`config.mk`:
```
export PLATFORM = sky130hd
export DESIGN_NAME = utf8_to_utf16_decoder
export DESIGN_NICKNAME = d
export VERILOG_FILES = /design/src/sv/u8u16_pkg.sv /design/src/sv/u8u16_step.sv /design/src/sv/utf8_to_utf16_decoder.sv
export VERILOG_INCLUDE_DIRS = /design/src /design/src/sv
export SDC_FILE = /design/constraint.sdc
export NUM_CORES = 1
export LEC_CHECK = 0
export CORE_MARGIN = 2
export CORE_UTILIZATION = 40
export CTS_CLUSTER_DIAMETER = 200
export DETAILED_ROUTE_END_ITERATION = 12
export DONT_BUFFER_PORTS = 1
export GPL_ROUTABILITY_DRIVEN = 1
export SETUP_SLACK_MARGIN = 0.1
export SKIP_CTS_REPAIR_TIMING = 1
export SYNTH_ARGS = -nofsm -noshare
export SYNTH_HDL_FRONTEND = slang
export SYNTH_SLANG_ARGS = --single-unit
```
`constraint.sdc`:
```
create_clock -name clk -period 3.64 [get_ports clk]
set_input_delay 0.182 -clock clk [delete_from_list [all_inputs] [get_ports clk]]
set_output_delay 0.182 -clock clk [all_outputs]
set_load 0.02 [all_outputs]
```
`src/sv/utf8_to_utf16_decoder_assert.svh`:
```
// Assertion macros shared by the UTF-8 to UTF-16 decoder modules.
`ifndef UTF8_TO_UTF16_DECODER_ASSERT_SVH
`define UTF8_TO_UTF16_DECODER_ASSERT_SVH

// Same-cycle implication, disabled while reset is asserted.
`define U8U16_ASSERT_IMPL(lbl, clk_s, rst_s, ante, cons) \
  lbl: assert property (@(posedge clk_s) disable iff (!(rst_s)) (ante) |-> (cons)) \
    else $error("u8u16 assertion failed");

// Next-cycle implication, disabled while reset is asserted.
`define U8U16_ASSERT_NEXT(lbl, clk_s, rst_s, ante, cons) \
  lbl: assert property (@(posedge clk_s) disable iff (!(rst_s)) (ante) |=> (cons)) \
    else $error("u8u16 assertion failed");

`endif

```
`src/sv/u8u16_pkg.sv`:
```
// Package: widths, byte class constants, result type and surrogate split for the decoder.
`default_nettype none
package u8u16_pkg;

  localparam int unsigned BYTE_W = 8;
  localparam int unsigned UNIT_W = 16;
  localparam int unsigned CP_W   = 21;
  localparam int unsigned DUE_W  = 2;
  localparam int unsigned CNT_W  = 2;

  localparam logic [BYTE_W-1:0] LEAD4_MIN  = 8'hF0;
  localparam logic [BYTE_W-1:0] LEAD3_MIN  = 8'hE0;
  localparam logic [BYTE_W-1:0] LEAD2_MIN  = 8'hC0;
  localparam logic [BYTE_W-1:0] ASCII_END  = 8'h80;
  localparam logic [BYTE_W-1:0] LEAD4_MASK = 8'h07;
  localparam logic [BYTE_W-1:0] LEAD3_MASK = 8'h0F;
  localparam logic [BYTE_W-1:0] LEAD2_MASK = 8'h1F;
  localparam logic [BYTE_W-1:0] CONT_MASK  = 8'h3F;
  localparam logic [BYTE_W-1:0] CONT_SEL   = 8'hC0;
  localparam logic [BYTE_W-1:0] CONT_TAG   = 8'h80;

  localparam logic [CP_W-1:0]   SUPP_BASE  = 21'h10000;
  localparam logic [UNIT_W-1:0] HI_BASE    = 16'hD800;
  localparam logic [UNIT_W-1:0] LO_BASE    = 16'hDC00;
  localparam logic [UNIT_W-1:0] LO_MASK    = 16'h03FF;

  localparam logic [DUE_W-1:0]  DUE_NONE   = 2'd0;
  localparam logic [DUE_W-1:0]  DUE_ONE    = 2'd1;
  localparam logic [DUE_W-1:0]  DUE_TWO    = 2'd2;
  localparam logic [DUE_W-1:0]  DUE_THREE  = 2'd3;

  typedef struct packed {
    logic [CNT_W-1:0]  cnt;
    logic [UNIT_W-1:0] unit0;
    logic [UNIT_W-1:0] unit1;
  } u8u16_emit_t;

  function automatic u8u16_emit_t emit_cp(input logic [CP_W-1:0] cp);
    u8u16_emit_t e;
    logic [CP_W-1:0] t;
    t = cp - SUPP_BASE;
    if (cp < SUPP_BASE) begin
      e.cnt   = 2'd1;
      e.unit0 = cp[UNIT_W-1:0];
      e.unit1 = '0;
    end else begin
      e.cnt   = 2'd2;
      e.unit0 = HI_BASE + {5'd0, t[CP_W-1:10]};
      e.unit1 = LO_BASE + (t[UNIT_W-1:0] & LO_MASK);
    end
    return e;
  endfunction

endpackage
`default_nettype wire

```
`src/sv/u8u16_step.sv`:
```
// Sequence decoder: code point accumulator, continuation count and unit generation per byte.
`default_nettype none
`include "utf8_to_utf16_decoder_assert.svh"
module u8u16_step
  import u8u16_pkg::*;
(
  input  wire logic              clk,
  input  wire logic              rst_n,
  input  wire logic [BYTE_W-1:0] byte_val,
  input  wire logic              byte_last,
  input  wire logic              fire,
  output u8u16_emit_t            res
);

  logic [CP_W-1:0]  cp_r,  cp_nxt;
  logic [DUE_W-1:0] due_r, due_nxt;

  always_comb begin
    logic [CP_W-1:0]  lead_cp;
    logic [DUE_W-1:0] lead_due;
    logic [CP_W-1:0]  acc;
    logic [DUE_W-1:0] due_dec;
    res      = '0;
    cp_nxt   = cp_r;
    due_nxt  = due_r;
    lead_cp  = '0;
    lead_due = DUE_NONE;
    acc      = {cp_r[CP_W-7:0], byte_val[5:0]};
    due_dec  = due_r - DUE_ONE;
    if (due_r == DUE_NONE) begin
      priority if (byte_val < ASCII_END) begin
        res.cnt   = 2'd1;
        res.unit0 = {{(UNIT_W-BYTE_W){1'b0}}, byte_val};
      end else if (byte_val < LEAD2_MIN) begin
        res = '0;
      end else begin
        priority if (byte_val >= LEAD4_MIN) begin
          lead_cp  = CP_W'(byte_val & LEAD4_MASK);
          lead_due = DUE_THREE;
        end else if (byte_val >= LEAD3_MIN) begin
          lead_cp  = CP_W'(byte_val & LEAD3_MASK);
          lead_due = DUE_TWO;
        end else begin
          lead_cp  = CP_W'(byte_val & LEAD2_MASK);
          lead_due = DUE_ONE;
        end
        if (byte_last) begin
          res     = emit_cp(lead_cp);
          cp_nxt  = '0;
          due_nxt = DUE_NONE;
        end else begin
          cp_nxt  = lead_cp;
          due_nxt = lead_due;
        end
      end
    end else if ((byte_val & CONT_SEL) != CONT_TAG) begin
      res     = emit_cp(cp_r);
      cp_nxt  = '0;
      due_nxt = DUE_NONE;
    end else if (due_dec == DUE_NONE || byte_last) begin
      res     = emit_cp(acc);
      cp_nxt  = '0;
      due_nxt = DUE_NONE;
    end else begin
      cp_nxt  = acc;
      due_nxt = due_dec;
    end
  end

  always_ff @(posedge clk) begin
    if (!rst_n) begin
      cp_r  <= '0;
      due_r <= DUE_NONE;
    end else if (fire) begin
      cp_r  <= cp_nxt;
      due_r <= due_nxt;
    end
  end

  `U8U16_ASSERT_IMPL(a_idle_clear, clk, rst_n, due_r == DUE_NONE, cp_r == '0)
  `U8U16_ASSERT_NEXT(a_last_idle, clk, rst_n, fire && byte_last, due_r == DUE_NONE)
  `U8U16_ASSERT_NEXT(a_break_idle, clk, rst_n, fire && due_r != DUE_NONE && (byte_val & CONT_SEL) != CONT_TAG, due_r == DUE_NONE)

endmodule
`default_nettype wire

```
`src/sv/utf8_to_utf16_decoder.sv`:
```
// Top level: input register, sequence decoder and two-entry result queue.
`default_nettype none
`include "utf8_to_utf16_decoder_assert.svh"
// Streaming UTF-8 to UTF-16 decoder. One byte is taken per clock while in_ready
// is high; each byte is registered, decoded in the following cycle and yields
// zero, one or two 16-bit units into a two-entry result queue, whose head drives
// the output. Input runs at one byte per clock as long as the output
// drains; a surrogate pair puts two units into the queue, so a string of
// four-byte sequences sustains one byte per clock while the queue holds room.
// The input stalls only when the queue cannot hold the units of the decoded byte.
module utf8_to_utf16_decoder
  import u8u16_pkg::*;
(
  input  wire logic              clk,
  input  wire logic              rst_n,
  input  wire logic              in_valid,
  output logic                   in_ready,
  input  wire logic [BYTE_W-1:0] in_byte_req,
  input  wire logic              in_last,
  output logic                   out_valid,
  input  wire logic              out_ready,
  output logic [UNIT_W-1:0]      out_unit,
  output logic                   out_run_last
);

  logic              in_v_r;
  logic [BYTE_W-1:0] in_byte_r;
  logic              in_last_r;

  logic              q0_v_r, q0_v_nxt, q1_v_r, q1_v_nxt;
  logic [UNIT_W-1:0] q0_unit_r, q0_unit_nxt, q1_unit_r, q1_unit_nxt;
  logic              q0_last_r, q0_last_nxt, q1_last_r, q1_last_nxt;

  u8u16_emit_t       res;
  logic              pop;
  logic              dec_fire;
  logic [CNT_W-1:0]  kept_cnt;
  logic [CNT_W-1:0]  room;
  logic [CNT_W-1:0]  push;
  logic [CNT_W-1:0]  total;
  logic [UNIT_W-1:0] kept_unit;
  logic              kept_last;

  u8u16_step u_step (
    .clk      (clk),
    .rst_n    (rst_n),
    .byte_val (in_byte_r),
    .byte_last(in_last_r),
    .fire     (dec_fire),
    .res      (res)
  );

  assign pop       = q0_v_r & out_ready;
  assign kept_cnt  = {1'b0, q0_v_r} + {1'b0, q1_v_r} - {1'b0, pop};
  assign room      = 2'd2 - kept_cnt;
  assign dec_fire  = in_v_r && (res.cnt <= room);
  assign push      = dec_fire ? res.cnt : 2'd0;
  assign total     = kept_cnt + push;
  assign kept_unit = pop ? q1_unit_r : q0_unit_r;
  assign kept_last = pop ? q1_last_r : q0_last_r;
  assign in_ready  = !in_v_r || dec_fire;

  assign out_valid    = q0_v_r;
  assign out_unit     = q0_unit_r;
  assign out_run_last = q0_last_r;

  always_comb begin
    q0_v_nxt    = total != 2'd0;
    q1_v_nxt    = total >= 2'd2;
    q0_unit_nxt = q0_unit_r;
    q0_last_nxt = q0_last_r;
    q1_unit_nxt = q1_unit_r;
    q1_last_nxt = q1_last_r;
    unique case (kept_cnt)
      2'd0: begin
        q0_unit_nxt = res.unit0;
        q0_last_nxt = push == 2'd1;
        q1_unit_nxt = res.unit1;
        q1_last_nxt = 1'b1;
      end
      2'd1: begin
        q0_unit_nxt = kept_unit;
        q0_last_nxt = kept_last;
        q1_unit_nxt = res.unit0;
        q1_last_nxt = 1'b1;
      end
      default: begin
        q0_unit_nxt = q0_unit_r;
        q0_last_nxt = q0_last_r;
        q1_unit_nxt = q1_unit_r;
        q1_last_nxt = q1_last_r;
      end
    endcase
  end

  always_ff @(posedge clk) begin
    if (!rst_n) begin
      in_v_r <= 1'b0;
      q0_v_r <= 1'b0;
      q1_v_r <= 1'b0;
    end else begin
      if (in_ready) begin
        in_v_r <= in_valid;
      end
      q0_v_r <= q0_v_nxt;
      q1_v_r <= q1_v_nxt;
    end
  end

  always_ff @(posedge clk) begin
    if (in_valid && in_ready) begin
      in_byte_r <= in_byte_req;
      in_last_r <= in_last;
    end
    q0_unit_r <= q0_unit_nxt;
    q0_last_r <= q0_last_nxt;
    q1_unit_r <= q1_unit_nxt;
    q1_last_r <= q1_last_nxt;
  end

  `U8U16_ASSERT_IMPL(a_queue_order, clk, rst_n, q1_v_r, q0_v_r)
  `U8U16_ASSERT_IMPL(a_pair_whole, clk, rst_n, q0_v_r && !q0_last_r, q1_v_r)
  `U8U16_ASSERT_NEXT(a_pop_shift, clk, rst_n, q1_v_r && pop, q0_v_r && q0_unit_r == $past(q1_unit_r))

endmodule
`default_nettype wire
```
==> flow_summary.ini <==
[run_status]
status = finished, final reports clean

[critical_path]
arrival_ns = 3.47
cpPeakStageDelay_ns = 0.48
r2r_end = out_valid
crit_slowest_cell = edfxtp_1
cp_cell_sequence = nand2b_1 > a211oi_1 > nor2_1 > nor2_1 > ha_1 > nor2b_1 > o31a_1 > nor2_1 > ha_1 > xor2_1 > xnor2_1 > o21a_1
cp_max_fo = 11
cp.required_ns = 3.89
cp_num_buf_inv = 0
critical_path.top_delay_family = simple AND/OR/NAND/NOR gates
r2r_setup_slack_ns = 0.42
crit_top_cell = nor2_1
end_kind = flip-flop
critPathLaunchType = flip-flop
critical_path_class = flip-flop to flip-flop
timing.rr.start = in_byte_r[6]
reg2regPathDepth = 12

[sta]
fin_skew_ns = 0.00816
fmax_mhz = 310
setup_viol = 0
hold_viol = 0
fin_crit_sh_pct = 88.6
worstMarginPinSlew_ns = 0.754
final.setup.worst_slack_ns = 0.416
drv_slew = 0
setup_tns_ns = 0
relSlewSlack_pct = 49.6
holdWs_ns = 0.00416
layout_min_cycle_time_ns = 3.22
grt_setup_unrepaired = no

[layout]
synthToLayoutAreaGrowth_pct = 12.3
fin_nets = 420
layout-drive-gt1-share_pct = 10.8
num_antenna_cells = 0

[worst_hold_path]
hold_path.class = input port to flip-flop
whs_endpoint = in_v_r
holdPathStages = 2
hp-start = in_valid

[grt]
grt_first_pass_wirelength_mm = 15.8
antenna_found_initial = 0
grt_pass1_vias = 2982
grt_use_total_pct = 19.9
grt_overflow_total = 0
grt_max_degree = 27

[synthesis]
synth_area_um2 = 3830
synth_seq_cells = 68
synth_edf_count = 42
synth_top_cell_area_share_pct = 32.9
synth.most_common_cell = edfxtp_1
synth_seq_area_share_pct = 46.5
avgSynthCellArea_um2 = 9.96
yosys.area.top_type = edfxtp_1
synth_commonest_cells = edfxtp_1 (42), nand2_1 (37), dfxtp_1 (26)
synthTopCellsByArea = edfxtp_1 (33%), dfxtp_1 (14%), a21boi_0 (3.9%), nand2_1 (3.6%), ha_1 (3.6%)
yosysWarnings = 0
async_flop_share_pct = 0
synthDistinctLibCells = 62
synthCells = 385
syn_nets = 410
ys.flop_type = edfxtp_1

[cts]
cts_max_path_buffers = 2
clk_pin_slew_ns = 0.07
cts-root-buf = clkbuf_8
clock_latency_ns = 0.35
cts.sinks = 68
cts_buffers = 9
h-tree-depth = 3
cts_tree = built

[detailed_routing]
detail_route.first_pass.iterations = 5
drtIter0Drc = 315
routed-via-count = 3114
avgRoutedWirePerCell_um = 18.3
via_per_inst = 5.89
drc = 0
antenna_left = 0
wirelength_mm = 9.69

[power_and_ir_drop]
p_leak_nw = 1.57
p_per_area_nw_per_um2 = 675
power.total_mw = 2.91
ir_drop_mv = 0.341

[place]
place_congestion = 0.944
hpwlAfterDp_mm = 6.93
portBuffers = 0
place_ws_ns = 0.463

[die]
boundaryPins = 32
rows = 35
coreArea_um2 = 9280
initial_utilization_pct = 41.3
die_area_um2 = 10400
dieWidth_um = 102
die_y_um = 102

[flow_run]
maxCapViolCount = 0
==> power breakdown <==
part / switching [mW] / internal (mW)
logic: 0.592 / 0.309
clock network: 0.294 / 0.401
registers: 0.188 / 1.12
==> worst max path at each step <==
stage                 startpoint              end  slack, ns  depth (start not counted)
global placement    in_byte_r[6]        out_valid       0.54                         12
finish              in_byte_r[6]        out_valid       0.42                         12
floorplan           in_byte_r[6]  u_step.due_r[1]       0.76                         12
global route        in_byte_r[6]  u_step.cp_r[18]       0.13                         11
CTS                 in_byte_r[6]        out_valid       0.44                         12
detailed placement  in_byte_r[6]        out_valid       0.46                         12
==> cells in the final DEF (no fill, tap or decap), types with 6 or more instances in the layout <==
| cell | n |
|---|---|
| a21boi_0 | 20 |
| a21oi_1 | 13 |
| a22oi_1 | 7 |
| a31oi_1 | 6 |
| and2_1 | 7 |
| buf_4 | 14 |
| clkbuf_8 | 9 |
| dfxtp_1 | 26 |
| dlygate4sd3_1 | 10 |
| edfxtp_1 | 42 |
| ha_1 | 11 |
| inv_1 | 15 |
| mux2i_1 | 13 |
| nand2_1 | 37 |
| nand3_1 | 25 |
| nor2_1 | 18 |
| nor2b_1 | 7 |
| o21ai_0 | 22 |
| o31ai_1 | 6 |
==> state kept, by name (all words and copies together), names as in the netlist <==
signal        cells
q1_unit_r        16
out_run_last      1
u_step.due_r      2
in_byte_r         8
in_last_r         1
out_unit         16
u_step.cp_r      21
q1_v_r            1
in_v_r            1
out_valid         1
==> layout make-up <==
type	instances	area, um2
clock inverters	4	52.6
well taps	129	161
clock buffers	12	178
inverters	15	56.3
flip-flops and latches	68	1780
fillers	892	4980
repair buffers	24	205
multi-input cells	277	1870
==> worst register-to-register path, delay by kind of cell, from the launching register on <==
family | cells | cell delay [ns]
compound gates | 3 | 0.82
xor+xnor | 2 | 0.28
flops | 1 | 0.48
simple gates | 5 | 1.04
fa+ha+maj | 2 | 0.51
==> per-stage QoR <==
step / instance area, um2 / utilization, % / std cells
after floorplan: 3830 / - / 385
after global placement: 3980 / 42.8 / 503
after detailed placement: 3980 / 42.8 / 503
after CTS: 4210 / 45.3 / 519
after global routing: 4310 / 46.4 / 529
final: 4310 / 46.4 / 529
==> routing by layer <==
layer,global-route usage [%],wire length [um]
met5,0,0
met4,7.79,269
met3,3.83,525
met2,30.3,4400
met1,28.0,4490
==> kinds of logic (layout without fill, tap and decap cells) <==
kind of cell | after synthesis | after routing | share of synthesized area (%)
flip-flops | 68 | 68 | 46.5
adder cells (fa/ha/maj) | 12 | 12 | 4.11
AO/OA/AOI/OAI | 123 | 123 | 22.9
buffers and inverters | 40 | 55 | 4.70
AND/OR/NAND/NOR | 122 | 122 | 16.6
XOR/XNOR | 4 | 4 | 0.914
multiplexers | 16 | 16 | 4.28
(Power assumes the default switching activity.)
